### src/hw/rtl/npcm_pkg.sv
// Types, constants and helper functions of the nearest palette color mapper.
`timescale 1ns / 1ps
package npcm_pkg;

  localparam int CH_W    = 8;
  localparam int SCH_W   = 10;
  localparam int GAIN_W  = 10;
  localparam int COUNT_W = 5;
  localparam int IDX_W   = 4;
  localparam int COLOR_W = 24;
  localparam int DIST_W  = 22;

  localparam logic [CH_W-1:0] REDUCE_MASK = 8'he0;
  localparam logic [CH_W-1:0] CH_MAX      = 8'hff;
  localparam logic [4:0]      DITHER_BIAS = 5'd8;
  localparam int              DITHER_STEP = 255;

  // Indexed [col_phase][row_phase].
  localparam logic [3:0] DITHER_MAP [4][4] = '{
    '{4'd12, 4'd5,  4'd6,  4'd13},
    '{4'd4,  4'd0,  4'd1,  4'd7 },
    '{4'd11, 4'd3,  4'd2,  4'd8 },
    '{4'd15, 4'd10, 4'd9,  4'd14}
  };

  localparam logic MODE_PIXEL     = 1'b0;
  localparam logic MODE_WRITE     = 1'b1;
  localparam logic DIST_SQUARED   = 1'b0;
  localparam logic DIST_MANHATTAN = 1'b1;

  typedef enum logic [2:0] {
    REG_DISTANCE_MODE = 3'd0,
    REG_DITHER_ENABLE = 3'd1,
    REG_REDUCE_ENABLE = 3'd2,
    REG_GAIN_RED      = 3'd3,
    REG_GAIN_GREEN    = 3'd4,
    REG_GAIN_BLUE     = 3'd5,
    REG_PALETTE_COUNT = 3'd6
  } reg_idx_t;

  typedef struct packed {
    logic              dither_enable;
    logic              reduce_enable;
    logic [GAIN_W-1:0] gain_red;
    logic [GAIN_W-1:0] gain_green;
    logic [GAIN_W-1:0] gain_blue;
  } pix_cfg_t;

  typedef struct packed {
    logic               distance_mode;
    logic [COUNT_W-1:0] palette_count;
  } search_cfg_t;

  // One word travelling down the cell chain: a pixel or a palette write.
  typedef struct packed {
    logic               valid;
    logic               wr;
    logic [IDX_W-1:0]   widx;
    logic [COLOR_W-1:0] wcolor;
    logic [SCH_W-1:0]   ch_red;
    logic [SCH_W-1:0]   ch_green;
    logic [SCH_W-1:0]   ch_blue;
    logic               found;
    logic [DIST_W-1:0]  best_dist;
    logic [COLOR_W-1:0] best_color;
  } tok_t;

  // max(0, (256*c + 255*(m-8)) >> 8), clamped to 255.
  function automatic logic [CH_W-1:0] dither_channel(logic [CH_W-1:0] c, logic [3:0] m);
    logic signed [5:0]  moff;
    logic signed [17:0] v;
    logic [CH_W-1:0]    res;
    moff = $signed({2'b00, m}) - $signed({1'b0, DITHER_BIAS});
    v    = $signed({2'b00, c, 8'h00}) + (moff * $signed(18'(DITHER_STEP)));
    if (v[17]) begin
      res = '0;
    end else if (v[16]) begin
      res = CH_MAX;
    end else begin
      res = v[15:8];
    end
    return res;
  endfunction

endpackage

### src/hw/rtl/npcm_front.sv
// Front stages: ordered dither and bit reduction, then per-channel gain.
`timescale 1ns / 1ps
module npcm_front (
  input  logic                            clk,
  input  logic                            rst_n,
  input  logic                            advance,
  input  logic                            take,
  input  npcm_pkg::pix_cfg_t              cfg,
  input  logic                            in_mode,
  input  logic [7:0]                      in_pix_red,
  input  logic [7:0]                      in_pix_green,
  input  logic [7:0]                      in_pix_blue,
  input  logic [1:0]                      in_col_phase,
  input  logic [1:0]                      in_row_phase,
  input  logic [3:0]                      in_entry_index,
  input  logic [23:0]                     in_entry_color,
  output npcm_pkg::tok_t                  tok_o
);
  import npcm_pkg::*;

  logic               a_valid_r;
  logic               a_wr_r;
  logic [IDX_W-1:0]   a_widx_r;
  logic [COLOR_W-1:0] a_wcolor_r;
  logic [CH_W-1:0]    a_red_r, a_green_r, a_blue_r;
  logic [CH_W-1:0]    a_red_nxt, a_green_nxt, a_blue_nxt;
  logic [3:0]         dmap;
  logic [17:0]        prod_red, prod_green, prod_blue;
  tok_t               tok_r, tok_nxt;

  // Optional dither, then optional reduction.
  always_comb begin
    dmap        = DITHER_MAP[in_col_phase][in_row_phase];
    a_red_nxt   = in_pix_red;
    a_green_nxt = in_pix_green;
    a_blue_nxt  = in_pix_blue;
    if (cfg.dither_enable) begin
      a_red_nxt   = dither_channel(in_pix_red, dmap);
      a_green_nxt = dither_channel(in_pix_green, dmap);
      a_blue_nxt  = dither_channel(in_pix_blue, dmap);
    end
    if (cfg.reduce_enable) begin
      a_red_nxt   = a_red_nxt & REDUCE_MASK;
      a_green_nxt = a_green_nxt & REDUCE_MASK;
      a_blue_nxt  = a_blue_nxt & REDUCE_MASK;
    end
  end

  always_ff @(posedge clk) begin
    if (!rst_n) begin
      a_valid_r <= 1'b0;
    end else if (advance) begin
      a_valid_r <= take;
    end
  end

  always_ff @(posedge clk) begin
    if (advance) begin
      a_wr_r     <= (in_mode == MODE_WRITE);
      a_widx_r   <= in_entry_index;
      a_wcolor_r <= in_entry_color;
      a_red_r    <= a_red_nxt;
      a_green_r  <= a_green_nxt;
      a_blue_r   <= a_blue_nxt;
    end
  end

  // Gain: (c * gain) >> 8, fits in ten bits.
  always_comb begin
    prod_red   = {10'b0, a_red_r}   * {8'b0, cfg.gain_red};
    prod_green = {10'b0, a_green_r} * {8'b0, cfg.gain_green};
    prod_blue  = {10'b0, a_blue_r}  * {8'b0, cfg.gain_blue};
    tok_nxt            = '0;
    tok_nxt.valid      = a_valid_r;
    tok_nxt.wr         = a_wr_r;
    tok_nxt.widx       = a_widx_r;
    tok_nxt.wcolor     = a_wcolor_r;
    tok_nxt.ch_red     = prod_red[17:8];
    tok_nxt.ch_green   = prod_green[17:8];
    tok_nxt.ch_blue    = prod_blue[17:8];
  end

  always_ff @(posedge clk) begin
    if (!rst_n) begin
      tok_r.valid <= 1'b0;
    end else if (advance) begin
      tok_r <= tok_nxt;
    end
  end

  assign tok_o = tok_r;

endmodule

### config.mk
export PLATFORM = sky130hd
export DESIGN_NAME = npcm_front
export DESIGN_NICKNAME = d
export VERILOG_FILES = /design/src/hw/rtl/npcm_pkg.sv /design/src/hw/rtl/npcm_front.sv
export SDC_FILE = /design/constraint.sdc
export NUM_CORES = 1
export LEC_CHECK = 0
export BUFFER_PORTS_ARGS = -buffer_cell sky130_fd_sc_hd__buf_2
export CORE_UTILIZATION = 59
export CTS_CLUSTER_DIAMETER = 100
export DETAILED_ROUTE_END_ITERATION = 8
export GPL_ROUTABILITY_DRIVEN = 1
export PLACE_DENSITY = 0.91
export SYNTH_ARGS = -nofsm -noshare
export SYNTH_HDL_FRONTEND = slang
export SYNTH_SLANG_ARGS = --single-unit
### constraint.sdc
create_clock -name clk -period 6.9 [get_ports clk]
set_input_delay 1.38 -clock clk [delete_from_list [all_inputs] [get_ports clk]]
set_output_delay 1.38 -clock clk [all_outputs]
set_load 0.005 [all_outputs]
# [Yosys cells after proc, flatten, opt, wreduce, memory -nomap -nowiden]
# Index checks and enable logic that the tools add are counted.
[totals] ff_bits=114 input_bits=93 out_inout_bits=107 word_cells=45
[classes] n_addsub=4 n_mul=4 n_lt_le_gt_ge=2 muxes=15 bitwise_logic=2 reduce_logical=1
[ops] cell="8-bit 2-to-1 mux" n=9
[ops] cell="17-bit by 14-bit adder with 18-bit output" n=3
[ops] cell="8-bit by 10-bit multiplier with 18-bit output" n=3
[ops] cell="16-bit binary-select mux with 2-bit select" n=1
[ops] cell="16-bit 2-to-1 mux" n=2
[ops] cell="5-bit by 9-bit multiplier with 14-bit output (second input constant)" n=1
[ops] cell="4-bit binary-select mux with 2-bit select" n=1
[ops] cell="4-bit 2-to-1 mux" n=2
[ops] cell="3-bit >= comparator (second input constant)" n=2
[ops] cell="2-bit NOT with 3-bit output" n=2
[ops] cell="4-bit by 4-bit subtractor with 5-bit output (second input constant)" n=1
[ops] cell="2-bit AND reduction" n=1

# [Longest topological paths before layout]
# Gate-level depths: netlist (run 1).
[logic_depth] depth_word=13 mapped_depth=25 depth_no_buf=25

# [Least setup slack after synthesis (run 1)]
# Ideal clock, no wire load.
[synth_path] path_type="input-to-reg" start="in in_row_phase[0]" end="reg a_green_r[0] (data pin)" setup_time_ps=180 arrival_ps=6222 t_required_ps=6720 path_slack_ps=498 path_stages=25 path_buffers=2 cell_sequence="buf_2 > xnor2_1 > nand2_1 > nand2_1 > buf_2 > fa_1 > inv_1 > ha_1 > inv_1 > fa_1 > inv_1 > ha_1 > a41o_1 > a21o_1 > a21o_1 > a21o_1 > a21oi_1 > xnor2_1 > ha_1 > a211o_1 > a21oi_1 > o21ai_0 > nand3_1 > nand3b_1 > a221oi_1"
[synth_between] elab_chain_len=10
[synth_lines] item="from (decl)" line_no="npcm_front.sv:14" source="input logic [1:0] in_row_phase,"
[synth_lines] item="2-bit NOT with 3-bit output (not written as such) *" line_no="npcm_front.sv:33" source="dmap = DITHER_MAP[in_col_phase][in_row_phase];"
[synth_lines] item="4-bit binary-select mux with 2-bit select *" line_no="npcm_front.sv:33"
[synth_lines] item="4-bit 2-to-1 mux (not written as such) * (2 in a row)" line_no="npcm_front.sv:33"
[synth_lines] item="4-bit by 4-bit subtractor with 5-bit output *" line_no="npcm_pkg.sv:73" source="moff = $signed({2'b00, m}) - $signed({1'b0, DITHER_BIAS});"
[synth_lines] item="5-bit by 9-bit multiplier with 14-bit output *" line_no="npcm_pkg.sv:74" source="v = $signed({2'b00, c, 8'h00}) + (moff * $signed(18'(DITHER_STEP)));"
[synth_lines] item="17-bit by 14-bit adder with 18-bit output *" line_no="npcm_pkg.sv:74"
[synth_lines] item="8-bit 2-to-1 mux" line_no="npcm_pkg.sv:77" source="end else if (v[16]) begin"
[synth_lines] item="8-bit 2-to-1 mux *" line_no="npcm_pkg.sv:75" source="if (v[17]) begin"
[synth_lines] item="8-bit 2-to-1 mux *" line_no="npcm_front.sv:37" source="if (cfg.dither_enable) begin"
[synth_lines] item="to (signal assigned)" line_no="npcm_front.sv:63" source="a_green_r <= a_green_nxt;"
[synth_lines] item="to (decl)" line_no="npcm_front.sv:25" source="logic [CH_W-1:0] a_red_r, a_green_r, a_blue_r;"
# Mark *: on every way between the ends. The rest lies on a longest branch, timed or not. The select of a mux whose other input is x is not followed.
# A chain may end at the register's enable or synchronous reset.

# [Worst setup path after layout (run 1)]
[layout_path] start="in in_row_phase[0]" end="reg a_green_r[3] (data pin)"
# Same word-level chain as after synthesis.

==> flow_summary.toml, run 1 <==
[outcome]
status = "finished clean"

[critical_path]
arrival_ns = 6.61
path_delay_family = "compound AO/OA/AOI/OAI gates"
endpoint_kind = "register"
r2r_end = "tok_o[76]"
crit_slowest_cell = "fa_1"
cp_common_cell = "inv_1"
start_kind = "primary input"
crit_fanout = 8
rr_worst_depth = 14
worstSetupPathDepth = 25
r2r_start = "a_red_r[2]"
slowest_delay_ns = 0.51
cp_data_required_time_ns = 7.13
critPathKind = "in2reg"
cp_num_buf_inv = 5
rrSetupSlack_ns = 1.93

[clocking]
cts_resized = 0
post_cts_buffers = 0
cts-root-buf = "clkbuf_16"
cts.hold.buffers_added = 0
numCtsBuffers = 17
insertion_delay_ns = 0.42
cts_tree = "yes"
clkTransAtPathRegs_ns = 0.06
clk_path_buf_depth = 2
cts_sinks = 114
htreeDepth = 4

[route]
vias = 9239
via_per_inst = 5.51
drc = 0
ant_nets = 0
drt_wl_total_um = 26600
drtIter0Drc = 480
wl_per_cell_um = 15.8
first_pass_iters = 5

[synth]
synth_top_family_by_area = "adder cells"
seq_area_frac_synth = 0.266
synth_area_um2 = 12800
synth_compound_area_frac = 0.0945
synth_cell_types = 61
syn-mean-instance-area_um2 = 10.3
ys_ff_latch = 114
synthArstFlopShare = 0
synth_edf_count = 112
synth_flop_cell = "edfxtp_1"
synthCells = 1238
synth_fa_ha_area_frac = 0.381
synth_mux_area_frac = 0.00323
synth-xor-area-share = 0.0295
ys_warn_count = 0
yosys.area_share.simple = 0.136

[cells_and_area]
final_common_cell = "inv_1"
fin_nets = 1781
diodes = 0
area_growth_pct = 11.4
design_area_um2 = 14200
post-route-util = 0.673
mostFrequentLayoutCells = "inv_1, buf_2, nand2_1, fa_1, ha_1"
drive_above_1_share = 0.143

[hold_path]
whs_endpoint = "tok_o[79]"
hp-class = "reg2reg"
min-delay-start = "a_wcolor_r[2]"
hold_path_depth = 0

[floorplanning]
die_w_um = 149
start_util = 0.604
io_pins = 200
dieHeight_um = 149
dieArea_um2 = 22300
placementRows = 53
core_um2 = 21200

[global_route]
antenna_found_initial = 0
grt_use_total = 0.257
first_global_vias = 9837
overflow = 0
grt_pass1_wl_um = 44800
grt_max_degree = 57

[sta]
max-slew-margin-rel = 0.489
fin_worst_skew_ns = 0.00787
tns_ns = 0
final-max-slew-violation-count = 0
fmax_ghz = 0.157
worstMarginPinSlew_ns = 0.761
setup_viol_count_final = 0
grt_setup_unrepaired = "false"
holdWs_ns = 0.414
setup_slack_ns = 0.518
final_hold_viol_count = 0
period_share = 0.925
post-route-min-period_ns = 6.38

[placed_design]
placedInstanceArea_um2 = 13600
post-place-ws_ns = 0.113
io_buffers = 152
place_hpwl_um = 21100
place.gp.congestion = 0.897

[power]
leakagePower_nw = 6.91
p_per_area_nw_per_um2 = 401
vdd_ir_drop_max_uv = 270

[job]
drv_cap = 0
## layer usage
layer	vias up	share of wire	GRT usage
met5	-	0	0
met4	0	0.033	0.102
met3	72	0.051	0.0428
met2	293	0.53	0.466
met1	4534	0.39	0.301
li1	4340	-	-
## logic make-up after synthesis
kind of cell             count (synthesis)
AND/OR/NAND/NOR                        346
adder cells (fa/ha/maj)                299
buffers and inverters                  253
AO/OA/AOI/OAI                          178
flip-flops                             114
XOR/XNOR                                43
multiplexers                             4
other                                    1
## sequential cells by signal, indices dropped and copies added (netlist names)
register / flops
tok_o: 60
a_wcolor_r: 24
a_blue_r: 8
a_green_r: 8
a_red_r: 8
a_widx_r: 4
a_valid_r: 1
a_wr_r: 1
## area by class of cell
type                       instances  area, um^2
multi-input combinational        917        8420
clock inverter                    15         161
tap                              275         344
sequential                       114        3400
clock buffer                      17         425
inverter                         182         683
fill                            1592        6920
timing repair buffer             157         798
## power breakdown
part | switching, mW | internal (mW) | leakage [nW]
logic | 2.02 | 1.66 | 5.54
clock network | 0.365 | 0.513 | 0.282
registers | 0.0874 | 1.06 | 1.09
## Yosys cell counts (3+ instances only)
| cell | number | area share |
|---|---|---|
| buf_2 | 4 | 0.0016 |
| o21bai_1 | 8 | 0.0047 |
| a211o_1 | 4 | 0.0027 |
| nand4_1 | 9 | 0.0044 |
| o21a_1 | 10 | 0.0059 |
| fa_1 | 151 | 0.24 |
| o21ai_1 | 7 | 0.0027 |
| nor2_1 | 20 | 0.0059 |
| xnor2_1 | 25 | 0.017 |
| and2_1 | 115 | 0.056 |
| nand2_1 | 151 | 0.044 |
| inv_1 | 179 | 0.053 |
| a21o_1 | 22 | 0.013 |
| inv_2 | 3 | 0.00088 |
| o2bb2ai_1 | 7 | 0.0048 |
| nor3_1 | 9 | 0.0035 |
| nand2b_1 | 4 | 0.0020 |
| and3_1 | 6 | 0.0029 |
| a211oi_1 | 9 | 0.0053 |
| o21ai_0 | 15 | 0.0059 |
| or2_2 | 3 | 0.0015 |
| nand3_1 | 5 | 0.0020 |
| or3_1 | 4 | 0.0020 |
| buf_4 | 47 | 0.028 |
| edfxtp_1 | 112 | 0.26 |
| or2_1 | 4 | 0.0020 |
| a31oi_1 | 4 | 0.0020 |
| a221oi_1 | 15 | 0.010 |
| nand3b_1 | 3 | 0.0018 |
| clkbuf_1 | 20 | 0.0059 |
| a21boi_1 | 4 | 0.0023 |
| o22ai_1 | 3 | 0.0015 |
| ha_1 | 148 | 0.14 |
| a21oi_1 | 54 | 0.021 |
| xor2_1 | 18 | 0.012 |
| mux2i_1 | 3 | 0.0023 |
## worst max-delay path by stage
| stage | start | to |
|---|---|---|
| 2_1_floorplan | in_row_phase[0] | a_green_r[0] |
| 3_3_place_gp | in_row_phase[0] | a_green_r[0] |
| 3_5_place_dp | in_row_phase[0] | a_blue_r[2] |
| 4_1_cts | in_row_phase[0] | a_blue_r[2] |
| 5_1_grt | in_row_phase[0] | a_green_r[2] |
| 6_report | in_row_phase[0] | a_green_r[3] |
## stage by stage
stage,instances,power (mW)
floorplan,1284,4.00
global placement,1645,4.63
detailed placement,1645,4.82
CTS,1677,5.74
global route,1677,6.33
finish,1677,5.71
(Power assumes the default switching activity.)
==> run 2: changes to the inputs <==
Settings changed: PLACE_DENSITY 0.91 to 0.83.
==> flow_summary.toml, run 2 (synthesis results as in run 1) <==
[clocking]
clk_path_buf_depth = 2
cts_tree = "yes"
insertion_delay_ns = 0.41
numCtsBuffers = 17
clkTransAtPathRegs_ns = 0.06
cts_sinks = 114
cts-root-buf = "clkbuf_16"
cts_resized = 0
htreeDepth = 4
post_cts_buffers = 0
cts.hold.buffers_added = 0

[job]
drv_cap = 0

[floorplanning]
io_pins = 200
die_w_um = 149
dieHeight_um = 149
placementRows = 53
start_util = 0.604
dieArea_um2 = 22300
core_um2 = 21200

[sta]
post-route-min-period_ns = 6.46
grt_setup_unrepaired = "false"
final_hold_viol_count = 0
setup_viol_count_final = 0
final-max-slew-violation-count = 0
fmax_ghz = 0.155
fin_worst_skew_ns = 0.0104
max-slew-margin-rel = 0.506
tns_ns = 0
worstMarginPinSlew_ns = 0.735
period_share = 0.936
holdWs_ns = 0.420
setup_slack_ns = 0.444

[critical_path]
crit_start = "in_row_phase[0]"
r2r_start = "a_red_r[2]"
cp_data_required_time_ns = 7.10
endpoint_kind = "register"
arrival_ns = 6.66
crit_fanout = 8
cp_cell_sequence = "buf_2 -> xnor2_1 -> mux2_2 -> inv_1 -> fa_1 -> inv_1 -> ha_1 -> inv_1 -> fa_1 -> inv_1 -> ha_1 -> a41o_1 -> a21o_1 -> a21o_1 -> a21o_1 -> a21oi_1 -> xnor2_1 -> ha_1 -> a211o_1 -> a21oi_1 -> o21ai_0 -> nand3_1 -> nand3b_1 -> a221oi_1"
start_kind = "primary input"
critPathKind = "in2reg"
path_delay_family = "adder cells"
crit_slowest_cell = "fa_1"
cp_num_buf_inv = 5
cp_common_cell = "inv_1"
slowest_delay_ns = 0.52

[cells_and_area]
regArea_um2 = 3400
post-route-util = 0.673
largest_register_ffs = 60
final_common_cell = "inv_1"
mostFrequentLayoutCells = "inv_1, buf_2, nand2_1, fa_1, ha_1"
area_growth_pct = 11.4
drive_above_1_share = 0.143
fillers = 1679
fin_nets = 1780
multi_input_area_um2 = 8420

[global_route]
grt_use_total = 0.255
overflow = 0
first_global_vias = 9785
grt_pass1_wl_um = 44500
antenna_found_initial = 2
grt_max_degree = 57

[placed_design]
io_buffers = 152
place.gp.congestion = 0.910
place_hpwl_um = 21000
post-place-ws_ns = 0.0444

[power]
pwr-share-seq = 0.200
p_clk_frac = 0.154
p_per_area_nw_per_um2 = 402
leakagePower_nw = 6.91
swShare = 0.433
p_int_mw = 3.24
switchingPower_mw = 2.48
vdd_ir_drop_max_uv = 288
power_frac_comb = 0.646

[route]
drt_wl_total_um = 26700
drc = 0
drtIter0Drc = 412
wl_per_cell_um = 15.9
ant_nets = 0
via_per_inst = 5.57
vias = 9347
first_pass_iters = 5

[hold_path]
hp-class = "reg2reg"
min-delay-start = "a_wcolor_r[9]"

[outcome]
status = "finished clean"
## run 2: cell types whose count changed in the layout (fill, tap and decap cells not counted)
| cell | previous run | this run |
|---|---|---|
| buf_4 | 5 | 4 |
| inv_6 | 6 | 5 |
| diode_2 | 0 | 1 |
| clkinv_4 | 0 | 2 |
| clkinvlp_4 | 3 | 2 |
## run 2: path summary, 6_finish.rpt
| kind | to | slack, ns | cells after the start |
|---|---|---|---|
| max reg2reg | tok_o[76] | 2.04 | 14 |
| min reg2reg | tok_o[86] | 0.42 | 0 |
| min | tok_o[86] | 0.42 | 0 |
| max | a_green_r[0] | 0.44 | 24 |
## run 2: per-stage QoR
step,area (um^2),cells,power [mW]
4_1_cts,14200,1676,5.75
2_1_floorplan,13000,1284,4.00
5_1_grt,14200,1677,6.33
3_5_place_dp,13600,1644,4.82
6_report,14200,1677,5.72
3_3_place_gp,13600,1644,4.65
## run 2: power by group through the flow
stage | sequential (mW) | clock, mW | combinational, mW
4_1_cts | 1.14 | 0.894 | 3.71
6_report | 1.14 | 0.881 | 3.69
3_5_place_dp | 1.16 | 0 | 3.67
3_3_place_gp | 1.15 | 0 | 3.50
2_1_floorplan | 1.12 | 0 | 2.87
5_1_grt | 1.16 | 0.924 | 4.25
## run 2: metal layers
metal,global-route usage,wire length [um],vias up
met5,0,14,-
met1,0.298,10400,4646
met4,0.113,669,2
met3,0.0367,1310,58
li1,-,-,4346
met2,0.461,14200,295
## run 2: layout make-up
cell class	instances	share of cell area
multi-input combinational	917	0.592
tap	275	0.0242
clock inverter	15	0.0114
antenna	1	0.000176
sequential	114	0.239
inverter	182	0.0480
timing repair buffer	156	0.0556
clock buffer	17	0.0299
