$ cat config.mk
export PLATFORM = sky130hd
export DESIGN_NAME = npcm_cell
export DESIGN_NICKNAME = d
export VERILOG_FILES = /design/src/hw/rtl/npcm_pkg.sv /design/src/hw/rtl/npcm_cell.sv
export SDC_FILE = /design/constraint.sdc
export NUM_CORES = 1
export LEC_CHECK = 0
export BUFFER_PORTS_ARGS = -buffer_cell sky130_fd_sc_hd__buf_2
export CELL_PAD_IN_SITES_DETAIL_PLACEMENT = 1
export CELL_PAD_IN_SITES_GLOBAL_PLACEMENT = 1
export CORE_ASPECT_RATIO = 1.5
export CORE_UTILIZATION = 47
export DETAILED_ROUTE_END_ITERATION = 10
export PLACE_DENSITY_LB_ADDON = 0.1
export SLEW_MARGIN = 5
export SYNTH_ARGS = -nofsm -noshare
export SYNTH_HDL_FRONTEND = slang
export SYNTH_SLANG_ARGS = --single-unit
$ cat constraint.sdc
create_clock -name clk -period 14.65 [get_ports clk]
set_input_delay 2.93 -clock clk [delete_from_list [all_inputs] [get_ports clk]]
set_output_delay 2.93 -clock clk [all_outputs]
set_load 0.01 [all_outputs]
$ cat src/hw/rtl/npcm_pkg.sv
// Types, constants and helper functions of the nearest palette color mapper.
`timescale 1ns / 1ps
package npcm_pkg;

  localparam int CH_W    = 8;
  localparam int SCH_W   = 10;
  localparam int GAIN_W  = 10;
  localparam int COUNT_W = 5;
  localparam int IDX_W   = 4;
  localparam int COLOR_W = 24;
  localparam int DIST_W  = 22;

  localparam logic [CH_W-1:0] REDUCE_MASK = 8'he0;
  localparam logic [CH_W-1:0] CH_MAX      = 8'hff;
  localparam logic [4:0]      DITHER_BIAS = 5'd8;
  localparam int              DITHER_STEP = 255;

  // Indexed [col_phase][row_phase].
  localparam logic [3:0] DITHER_MAP [4][4] = '{
    '{4'd12, 4'd5,  4'd6,  4'd13},
    '{4'd4,  4'd0,  4'd1,  4'd7 },
    '{4'd11, 4'd3,  4'd2,  4'd8 },
    '{4'd15, 4'd10, 4'd9,  4'd14}
  };

  localparam logic MODE_PIXEL     = 1'b0;
  localparam logic MODE_WRITE     = 1'b1;
  localparam logic DIST_SQUARED   = 1'b0;
  localparam logic DIST_MANHATTAN = 1'b1;

  typedef enum logic [2:0] {
    REG_DISTANCE_MODE = 3'd0,
    REG_DITHER_ENABLE = 3'd1,
    REG_REDUCE_ENABLE = 3'd2,
    REG_GAIN_RED      = 3'd3,
    REG_GAIN_GREEN    = 3'd4,
    REG_GAIN_BLUE     = 3'd5,
    REG_PALETTE_COUNT = 3'd6
  } reg_idx_t;

  typedef struct packed {
    logic              dither_enable;
    logic              reduce_enable;
    logic [GAIN_W-1:0] gain_red;
    logic [GAIN_W-1:0] gain_green;
    logic [GAIN_W-1:0] gain_blue;
  } pix_cfg_t;

  typedef struct packed {
    logic               distance_mode;
    logic [COUNT_W-1:0] palette_count;
  } search_cfg_t;

  // One word travelling down the cell chain: a pixel or a palette write.
  typedef struct packed {
    logic               valid;
    logic               wr;
    logic [IDX_W-1:0]   widx;
    logic [COLOR_W-1:0] wcolor;
    logic [SCH_W-1:0]   ch_red;
    logic [SCH_W-1:0]   ch_green;
    logic [SCH_W-1:0]   ch_blue;
    logic               found;
    logic [DIST_W-1:0]  best_dist;
    logic [COLOR_W-1:0] best_color;
  } tok_t;

  // max(0, (256*c + 255*(m-8)) >> 8), clamped to 255.
  function automatic logic [CH_W-1:0] dither_channel(logic [CH_W-1:0] c, logic [3:0] m);
    logic signed [5:0]  moff;
    logic signed [17:0] v;
    logic [CH_W-1:0]    res;
    moff = $signed({2'b00, m}) - $signed({1'b0, DITHER_BIAS});
    v    = $signed({2'b00, c, 8'h00}) + (moff * $signed(18'(DITHER_STEP)));
    if (v[17]) begin
      res = '0;
    end else if (v[16]) begin
      res = CH_MAX;
    end else begin
      res = v[15:8];
    end
    return res;
  endfunction

endpackage

$ cat src/hw/rtl/npcm_cell.sv
// One palette cell: holds an entry, scores the passing pixel, keeps the best.
`timescale 1ns / 1ps
module npcm_cell #(
  parameter int CELL_INDEX = 0
) (
  input  logic                  clk,
  input  logic                  rst_n,
  input  logic                  advance,
  input  npcm_pkg::search_cfg_t cfg,
  input  npcm_pkg::tok_t        tok_i,
  output npcm_pkg::tok_t        tok_o
);
  import npcm_pkg::*;

  logic [COLOR_W-1:0] entry_r;
  tok_t               tok_r, tok_nxt;
  logic [SCH_W-1:0]   p_red, p_green, p_blue;
  logic [SCH_W-1:0]   d_red, d_green, d_blue;
  logic [19:0]        sq_red, sq_green, sq_blue;
  logic [DIST_W-1:0]  score;
  logic               active;
  logic               better;
  logic               write_hit;

  function automatic logic [SCH_W-1:0] abs_diff(logic [SCH_W-1:0] a, logic [SCH_W-1:0] b);
    return (a > b) ? (a - b) : (b - a);
  endfunction

  always_comb begin
    p_red    = {2'b00, entry_r[23:16]};
    p_green  = {2'b00, entry_r[15:8]};
    p_blue   = {2'b00, entry_r[7:0]};
    d_red    = abs_diff(p_red, tok_i.ch_red);
    d_green  = abs_diff(p_green, tok_i.ch_green);
    d_blue   = abs_diff(p_blue, tok_i.ch_blue);
    sq_red   = 20'(d_red) * 20'(d_red);
    sq_green = 20'(d_green) * 20'(d_green);
    sq_blue  = 20'(d_blue) * 20'(d_blue);
    if (cfg.distance_mode == DIST_MANHATTAN) begin
      score = DIST_W'(d_red) + DIST_W'(d_green) + DIST_W'(d_blue);
    end else begin
      score = DIST_W'(sq_red) + DIST_W'(sq_green) + DIST_W'(sq_blue);
    end
    active    = {27'b0, cfg.palette_count} > 32'(CELL_INDEX);
    better    = !tok_i.found || (score < tok_i.best_dist);
    write_hit = advance && tok_i.valid && tok_i.wr &&
                ({28'b0, tok_i.widx} == 32'(CELL_INDEX));
    tok_nxt = tok_i;
    if (tok_i.valid && !tok_i.wr && active && better) begin
      tok_nxt.found      = 1'b1;
      tok_nxt.best_dist  = score;
      tok_nxt.best_color = entry_r;
    end
  end

  always_ff @(posedge clk) begin
    if (write_hit) begin
      entry_r <= tok_i.wcolor;
    end
  end

  always_ff @(posedge clk) begin
    if (!rst_n) begin
      tok_r.valid <= 1'b0;
    end else if (advance) begin
      tok_r <= tok_nxt;
    end
  end

  assign tok_o = tok_r;

endmodule

**Yosys cells after proc, flatten, opt, wreduce, memory -nomap -nowiden**

Cells that the tools add are included.

- Bits in registers: 131
- Input bits: 116
- Output and inout port bits: 107
- Word-level logic and storage cells: 45

- $add $sub $neg: 10
- Multiply operators: 3
- Magnitude comparators: 5
- Mux-type cells: 5
- Reduce and logical (&&, ||, !) cells: 11

Operators by type and width:

| kind | number |
|---|---|
| $mul A10 B10 Y20 | 3 |
| $mux W46 | 1 |
| $gt A8 B10 Y1 | 3 |
| $mux W10 | 3 |
| $sub A10 B8 Y10 | 3 |
| $sub A8 B10 Y10 | 3 |
| $add A21 B20 Y22 | 1 |
| $lt A22 B22 Y1 | 1 |
| $mux W22 | 1 |
| $add A20 B20 Y21 | 1 |
| $add A11 B10 Y12 | 1 |
| $add A10 B10 Y11 | 1 |
| $logic_and A1 B1 Y1 | 6 |
| $gt A5 B1 Y1 const B | 1 |
| $logic_not A4 Y1 | 1 |
| $logic_not A1 Y1 | 2 |
| $reduce_and A2 Y1 | 1 |
| $logic_or A1 B1 Y1 | 1 |

**Depth between registers and ports, before layout**

Gate-level depths: netlist of the first run.

- Depth in word-level cells: 10
- Mapped depth: 44

**Worst setup path before layout of the first run**

No wires, ideal clock.

- Path type: input to register
- Start: input port tok_i[47] in the netlist's numbering
- End: register tok_r, in the netlist tok_o[37] (data pin)
- Setup time: 0.260 ns
- Arrival time: 12.661 ns
- Data required time: 14.390 ns
- Setup slack: 1.729 ns
- Cell stages on the path: 40
- Cells stage by stage: ha_1 > inv_1 > fa_1 > nand3_1 > a21oi_2 > o31ai_4 > mux2_2 > a31oi_1 > xor2_1 > buf_4 > nor2_1 > fa_1 > inv_1 > fa_1 > inv_1 > fa_1 > fa_1 > fa_1 > [... 4 more ...] > inv_1 > ha_1 > clkbuf_1 > a21oi_1 > nand2b_1 > o32ai_1 > nor3_1 > a311oi_1 > mux2_2 > ha_1 > a21o_1 > a21o_1 > a21oi_1 > o21ai_0 > a21oi_1 > o41ai_4 > buf_2 > mux2_2

RTL lines:

| item | line | RTL |
|---|---|---|
| from (decl) | npcm_cell.sv:10 | `input npcm_pkg::tok_t tok_i,` |
| to (signal assigned) | npcm_cell.sv:66 | `tok_r <= tok_nxt;` |
| to (decl) | npcm_cell.sv:16 | `tok_t tok_r, tok_nxt;` |

==> results of run 1 <==
## logic make-up after synthesis
kind of cell	after synthesis
compound gates	215
xor+xnor	48
fa+ha+maj	429
buf+inv	452
flops	131
mux	77
simple gates	313
## cells in the final DEF (no fill, tap or decap), types with 4 or more instances in the layout
master / netlist / layout
ha_1: 197 / 197
fa_1: 232 / 232
o31a_1: 5 / 5
xor2_1: 16 / 16
buf_4: 3 / 25
o21bai_1: 8 / 8
inv_6: 0 / 4
nor2b_1: 14 / 14
o21ai_0: 37 / 37
nor3_1: 17 / 17
clkinv_8: 0 / 5
nand4_1: 8 / 8
nor2_1: 138 / 138
inv_1: 405 / 405
a41oi_1: 4 / 4
or3_1: 5 / 5
mux2i_1: 19 / 19
nand3_1: 9 / 9
inv_8: 0 / 5
nand2_1: 45 / 45
clkbuf_16: 0 / 17
a21o_1: 25 / 25
a211oi_1: 6 / 6
o21a_1: 14 / 14
a31oi_1: 4 / 4
or2_2: 17 / 17
inv_2: 5 / 5
a21oi_1: 67 / 67
xnor2_1: 29 / 29
and2_1: 8 / 7
edfxtp_1: 130 / 130
mux2_2: 56 / 56
nand2b_1: 33 / 33
buf_2: 20 / 222
## critical path: cells and delay by family
family | cells | cell delay (ns)
AO/OA/AOI/OAI | 9 | 2.02
XOR/XNOR | 1 | 0.46
adder cells (fa/ha/maj) | 11 | 5.03
buffers and inverters | 8 | 0.77
multiplexers | 3 | 1.03
AND/OR/NAND/NOR | 7 | 1.72
## path summary, 6_finish.rpt
check	start	end	depth (start not counted)
worst min register to register	tok_o[106]	tok_o[106]	2
worst min-delay path	tok_o[106]	tok_o[106]	2
worst max-delay path	tok_i[74]	tok_o[8]	39
worst max register to register	entry_r[0]	tok_o[8]	37
## state kept, by name (all words and copies together), names as in the netlist
signal and count:
tok_o 107, entry_r 24
## final cells by class
type	count	area, um2	share of cell area [%]
multi-input combinational	1082	11400	58.8
sequential	131	3920	20.2
inverter	411	1540	7.96
timing repair buffer	248	1320	6.80
tap	478	598	3.09
clock buffer	17	425	2.19
clock inverter	15	181	0.936
## stage by stage
step / setup slack [ns] / cells / hold slack, ns
after detailed placement: 0.397 / 2350 / 0.508
final: 0.791 / 2382 / 0.514
after CTS: 0.830 / 2382 / 0.529
after floorplan: 1.73 / 1665 / 0.538
after global placement: 0.727 / 2350 / 0.497
after global routing: 0.193 / 2382 / 0.553
## routing by layer
layer	share of wire [%]	global-route usage (%)	up-vias
li1	-	-	5778
met1	36	27.0	6322
met2	58	50.7	238
met3	3.0	3.15	78
met4	3.3	9.94	0
met5	0	0	-
==> impl_metrics.tcl, run 1 <==
set metrics [dict create \
    numPortBuffers 222 \
    slowest_stage "nor3_1" \
    critical-path-max-stage-delay_ns 0.54 \
    grt_max_degree 67 \
    syn_area_per_cell_um2 10.2 \
    holdCritPathClass "reg2reg" \
    wl_um 45200 \
    r2r_slack_ns 2.99 \
    cp_max_fo 42 \
    die_w_um 158 \
    wl_per_cell_um 19.0 \
    outcome "finished, final reports clean" \
    diodes 0 \
    crit_type "in2reg" \
    max_freq_mhz 72.2 \
    cts_resized 0 \
    grt_pass1_wl_um 72200 \
    area_growth_pct 13.7 \
    synth.most_common_cell "inv_1" \
    cts_setup_buffers 0 \
    grt_pass1_vias 14300 \
    timing_hold_violations_final 0 \
    cp.required_ns 14.82 \
    drt_first_pass_iters 4 \
    synth_edf_count 130 \
    core_um2 35800 \
    ios 223 \
    synth_cell_type_count 75 \
    ys_top_cells_by_area "fa_1, edfxtp_1, ha_1" \
    clk_latency_ns 0.44 \
    yosys-top-cells-count "inv_1, fa_1, ha_1, nor2_1, edfxtp_1" \
    clock_sinks 131 \
    synthSimpleGateAreaFrac_pct 8.87 \
    fin_util_pct 54.1 \
    viasPerCell 5.21 \
    slew_headroom_pct 43.3 \
    setup_tns_ns 0 \
    yosysTopAreaCellShare_pct 27.2 \
    cts_tree "yes" \
    tightest_slew_ns 0.851 \
    grt_setup_unrepaired "no" \
    cts_root_buf "clkbuf_16" \
    grt_antenna_before_repair 0 \
    start_util_pct 47.6 \
    vias 12400 \
    synth_top_family_by_area "adder cells" \
    post-route-min-period_ns 13.86 \
    yosysTopAreaCell "fa_1" \
    arrival_ns 14.03 \
    numCtsBuffers 17 \
    placedInstanceArea_um2 18800 \
    maxCapViolCount 0 \
    setup_viol 0 \
    synthAdderAreaFrac_pct 41.7 \
    yosysWarnings 0 \
    synth_compound_area_share_pct 8.60 \
    syn_area_um2 17100 \
    nets 2436 \
    htree_levels 4 \
    ys_seq_area_share_pct 23.0 \
    muxShareOfSynthArea_pct 4.98 \
    fin_crit_sh_pct 94.6 \
    grt_overflow 0 \
    ys.flop_type "edfxtp_1" \
    track_usage_pct 25.8 \
    synthCells 1665 \
    synth_seq_cells 131 \
    antenna_left 0 \
    async_reset_ff_share_pct 0 \
    cts_buffer_depth 2 \
    drt-initial-drc-count 309 \
    clk_pin_slew_worst_paths_ns 0.07 \
    end_kind "flip-flop" \
    num_rows 85 \
    crit_path_start_kind "input pin" \
    slew_viol_final 0 \
    fin_worst_skew_ns 0.0179 \
    critPathMostFrequentCell "fa_1" \
    synthXorXnorAreaFrac_pct 2.60 \
    drc_errors 0 \
    cts_hold_buf 0 \
    layout-drive-gt1-share_pct 20.2 \
    syn_nets 2210 \
    fill_cells 4087 \
    dp_hpwl_um 38700 \
    final_area_um2 19400 \
    gp_congestion 0.854 \
    fp.dieH_um 235 \
    die-area_um2 37100 \
]
Power of run 1 is left out: the tool's default activity adds up to more than one toggle a clock period on the data nets, which glitch-free logic cannot reach.
==> inputs of run 2 (changes only) <==
Settings changed: ABC_CLOCK_PERIOD_IN_PS from default to 13880.
Clock period 14.65 ns to 13.88 ns, I/O delays scaled along.
==> run 2 against run 1 <==
Net effect: cell count up 0.59%; first-iteration DRC count up 23%; non-clock buffer count up 14; worst hold slack about the same; flip-flop and latch count unchanged; critical path depth unchanged; sequential share of layout area down 0.10 points; cell area up 0.50%; global-route usage up 0.32 points; clock skew down 0.0047 ns; via count up 0.36%; critical path type unchanged; highest routed layer unchanged.
==> impl_metrics.tcl, run 2 (same netlist as run 1, synthesis figures left out) <==
set metrics [dict create \
    outcome "finished, final reports clean" \
    r2r-start "entry_r[16]" \
    tightest_slew_ns 0.874 \
    cp_max_fo 43 \
    use_met3_pct 3.26 \
    fin_worst_skew_ns 0.0132 \
    slew_viol_final 0 \
    fill_cells 4081 \
    cts_buffer_depth 2 \
    use_met2_pct 52.3 \
    hold_path_depth 2 \
    grt.busiest_layer "met2" \
    cp_top_family "adder cells" \
    r2r-end "tok_o[7]" \
    slew_headroom_pct 41.3 \
    ios 223 \
    maxCapViolCount 0 \
    cts_hold_buf 0 \
    post-route-min-period_ns 13.33 \
    placedInstanceArea_um2 18900 \
    grt_overflow 0 \
    track_usage_pct 26.1 \
    grt_antenna_before_repair 0 \
    min_to "tok_o[106]" \
    htree_levels 4 \
    cts_root_buf "clkbuf_16" \
    viasPerCell 5.20 \
    grt_pass1_wl_um 72700 \
    arrival_ns 13.51 \
    antenna_left 0 \
    final_area_um2 19500 \
    cts_tree "yes" \
    crit_type "in2reg" \
    fp.dieH_um 235 \
    clk_pin_slew_worst_paths_ns 0.07 \
    clock_sinks 131 \
    drt_first_pass_iters 4 \
    crit_buf_inv 8 \
    wl_um 45700 \
    slowest_stage "fa_1" \
    cts_setup_buffers 0 \
    vias 12500 \
    numPortBuffers 222 \
    hp-start "tok_o[106]" \
    layout-drive-gt1-share_pct 20.8 \
    grt_pass1_vias 14500 \
    die_w_um 158 \
    numCtsBuffers 17 \
    num_rows 85 \
    timing_hold_violations_final 0 \
    fin_crit_sh_pct 96.1 \
    max_freq_mhz 75.0 \
    end_kind "flip-flop" \
    critPathMostFrequentCell "fa_1" \
    grt_setup_unrepaired "no" \
    grt_max_degree 67 \
    cp.required_ns 14.05 \
    clk_latency_ns 0.43 \
    crit_path_start_kind "input pin" \
    met1_usage_pct 25.9 \
    drt-initial-drc-count 381 \
    cts_resized 0 \
    r2r_slack_ns 2.58 \
    layout.cells.most_common_list "inv_1, fa_1, buf_2" \
    area_growth_pct 14.2 \
    diodes 0 \
    nets 2450 \
    critical-path-max-stage-delay_ns 0.62 \
    gp_congestion 0.847 \
    setup_viol 0 \
    die-area_um2 37100 \
    start_util_pct 47.6 \
    final_common_cell "inv_1" \
    dp_hpwl_um 38900 \
    setup_tns_ns 0 \
    holdCritPathClass "reg2reg" \
    drc_errors 0 \
    largest_reg_flops 107 \
    r2r_cells 40 \
    wl_per_cell_um 19.1 \
    core_um2 35800 \
]
run 2: cell count changes in the layout (fill, tap and decap cells not counted):
cell	before	now
buf_4	25	38
clkinv_8	5	1
clkinvlp_4	0	3
buf_12	1	2
bufinv_16	0	1
clkinv_1	1	2
clkinv_4	1	0
inv_6	4	5
inv_8	5	4
run 2: worst max-delay path by stage:
stage | cells past startpoint | endpoint | start | slack [ns]
global placement | 38 | tok_o[14] | tok_i[74] | 0.31
detailed placement | 38 | tok_o[7] | tok_i[74] | 0.15
finish | 39 | tok_o[7] | tok_i[74] | 0.55
floorplan | 40 | tok_o[37] | tok_i[47] | 1.11
CTS | 38 | tok_o[7] | tok_i[74] | 0.57
global route | 39 | tok_o[7] | tok_i[74] | 0.03
run 2: worst reg2reg max path: cells and delay by family, from the launching register on:
family                   cells  cell delay, ns
AND/OR/NAND/NOR              3            0.51
multiplexers                 3            1.14
flip-flops                   1            0.45
adder cells (fa/ha/maj)     12            5.47
buffers and inverters        9            0.90
AO/OA/AOI/OAI               13            2.59
run 2: layer usage:
layer,routed length [um],vias up
met5,0,-
met4,1840,0
met3,1100,83
met2,26600,231
met1,16100,6341
li1,-,5806
run 2: metrics by stage:
| step | worst slack [ns] | instances | util, % | hold slack [ns] |
|---|---|---|---|---|
| finish | 0.547 | 2396 | 54.4 | 0.514 |
| global placement | 0.306 | 2364 | 52.7 | 0.493 |
| CTS | 0.573 | 2396 | 54.4 | 0.524 |
| global route | 0.0336 | 2396 | 54.4 | 0.547 |
| detailed placement | 0.146 | 2364 | 52.7 | 0.505 |
| floorplan | 1.11 | 1665 | - | 0.538 |
run 2: area by class of cell:
class	count	area [um2]	area share, %
Timing Repair Buffer	262	1440	7.37
Inverter	411	1540	7.92
Sequential cell	131	3920	20.1
Clock buffer	17	425	2.18
Tap cell	478	598	3.07
Multi-Input combinational cell	1082	11400	58.5
Clock inverter	15	161	0.828
Power of run 2 is left out for the same reason.
==> inputs of run 3 (changes only) <==
Settings changed: ABC_AREA from default to 1, CORE_UTILIZATION 47 to 46.
==> run 3 against run 2 <==
Net effect: area after synthesis increased by 3.6%; register-to-register slack better by 0.31 ns; clock skew is 0.0081 ns higher; highest routed layer unchanged; cell count rose by 17%.
==> impl_metrics.tcl, run 3 <==
set metrics [dict create \
    max_freq_mhz 76.6 \
    wl_um 52400 \
    grt_pass1_wl_um 83900 \
    arrival_ns 13.23 \
    grt_antenna_before_repair 0 \
    critPathMostFrequentCell "nand2_1" \
    fp.dieH_um 242 \
    ys.flop_type "edfxtp_1" \
    cts_setup_buffers 0 \
    slowest_stage "ha_1" \
    grt_max_degree 68 \
    ys_top_cells_by_area "fa_1, edfxtp_1, ha_1" \
    grt_overflow 0 \
    die-area_um2 39200 \
    slew_headroom_pct 37.6 \
    tightest_slew_ns 0.935 \
    synth.most_common_cell "inv_1" \
    ys_seq_area_share_pct 22.2 \
    outcome "finished, final reports clean" \
    ios 223 \
    syn_nets 2636 \
    min_to "tok_o[106]" \
    r2r_slack_ns 2.89 \
    clk_pin_slew_worst_paths_ns 0.08 \
    async_reset_ff_share_pct 0 \
    numPortBuffers 222 \
    crit_type "in2reg" \
    dp_hpwl_um 44300 \
    synth_cell_type_count 41 \
    largest_reg_flops 107 \
    timing_hold_violations_final 0 \
    grt_pass1_vias 16400 \
    wl_per_cell_um 18.6 \
    layout.cells.most_common_list "inv_1, nand2_1, fa_1" \
    diodes 0 \
    viasPerCell 5.08 \
    nets 2857 \
    r2r_cells 40 \
    setup_tns_ns 0 \
    num_rows 87 \
    syn_area_um2 17700 \
    yosys-top-cells-count "inv_1, nand2_1, fa_1, ha_1, nor2_1" \
    cts_tree "yes" \
    setup_viol 0 \
    synthCells 2091 \
    cts_resized 0 \
    critical-path-max-stage-delay_ns 0.66 \
    synth_edf_count 130 \
    antenna_left 0 \
    synth_seq_cells 131 \
    holdCritPathClass "reg2reg" \
    cp.required_ns 14.06 \
    track_usage_pct 28.2 \
    drc_errors 0 \
    layout-drive-gt1-share_pct 15.4 \
    numCtsBuffers 17 \
    fin_worst_skew_ns 0.0213 \
    crit_buf_inv 9 \
    yosysTopAreaCellShare_pct 26.3 \
    drt_first_pass_iters 5 \
    r2r-start "entry_r[8]" \
    cts_root_buf "clkbuf_16" \
    fin_crit_sh_pct 94.1 \
    drt-initial-drc-count 563 \
    maxCapViolCount 0 \
    die_w_um 162 \
    area_growth_pct 12.7 \
    final_common_cell "inv_1" \
    hold_path_depth 2 \
    cp_top_family "adder cells" \
    syn_area_per_cell_um2 8.45 \
    start_util_pct 46.8 \
    htree_levels 4 \
    yosysWarnings 0 \
    gp_congestion 0.958 \
    clk_latency_ns 0.46 \
    slew_viol_final 0 \
    vias 14300 \
    core_um2 37800 \
    cts_hold_buf 0 \
    clock_sinks 131 \
    crit_path_start_kind "input pin" \
    cp_max_fo 52 \
    cts_buffer_depth 2 \
    r2r-end "tok_o[17]" \
    grt_setup_unrepaired "no" \
    post-route-min-period_ns 13.06 \
    end_kind "flip-flop" \
    hp-start "tok_o[106]" \
    yosysTopAreaCell "fa_1" \
]
[run 3: cell count changes in the layout (fill, tap and decap cells not counted), sizes merged, moves of 11 or more]
cell,previous run,this run
o21ai,41,70
or2,18,7
a21o,25,3
o21a,15,2
nor2b,14,0
mux2i,20,0
nor2,139,180
mux2,57,0
buf,262,232
xnor2,30,8
nand2b,33,0
nand2,45,449
nand3,9,89
inv,419,560
[run 3: tightest hold or removal path, delay by kind of cell (launching register included)]
kind / cells / cell delay, ns
DFF: 1 / 0.32
and+or+nand+nor: 1 / 0.07
AOI/OAI and AO/OA: 1 / 0.07
[run 3: per-stage QoR]
stage | worst slack (ns) | cells | cell area (um2) | utilization [%] | hold WS [ns]
floorplan | 2.64 | 2091 | 17700 | - | 0.492
global placement | 0.694 | 2782 | 19300 | 51.1 | 0.457
detailed placement | 0.335 | 2782 | 19300 | 51.1 | 0.503
CTS | 0.776 | 2814 | 19900 | 52.7 | 0.515
global route | 0.0493 | 2814 | 19900 | 52.7 | 0.534
finish | 0.822 | 2814 | 19900 | 52.7 | 0.500
[run 3: metal layers]
metal,GRT usage [%],vias to the layer above,routed length (um)
li1,-,6777,-
met1,28.7,7097,18700
met2,54.7,309,29300
met3,3.85,122,1760
met4,14.7,0,2660
met5,0,-,0
[run 3: cells by family after synthesis]
kind of cell,after synthesis,share of synthesized area [%]
AO/OA/AOI/OAI,167,5.34
XOR/XNOR,33,1.64
adder cells (fa/ha/maj),429,40.2
buffers and inverters,582,12.7
flip-flops,131,22.2
AND/OR/NAND/NOR,749,17.8
[run 3: how the worst max path moves through the flow]
| stage | startpoint | to | cells after the start |
|---|---|---|---|
| global placement | tok_i[57] | tok_o[10] | 42 |
| floorplan | tok_i[67] | tok_o[38] | 46 |
| CTS | tok_i[57] | tok_o[18] | 42 |
| finish | tok_i[57] | tok_o[17] | 42 |
| detailed placement | tok_i[57] | tok_o[17] | 42 |
| global route | tok_i[57] | tok_o[9] | 43 |
[run 3: layout make-up]
type                    count  area [um2]
clock buffers              17         425
clock inverters            15         181
fillers                  4644       17900
inverters                 552        2080
multi-input cells        1378       11500
flip-flops and latches    131        3920
well taps                 489         612
repair buffers            232        1200
Power of run 3 is left out for the same reason.
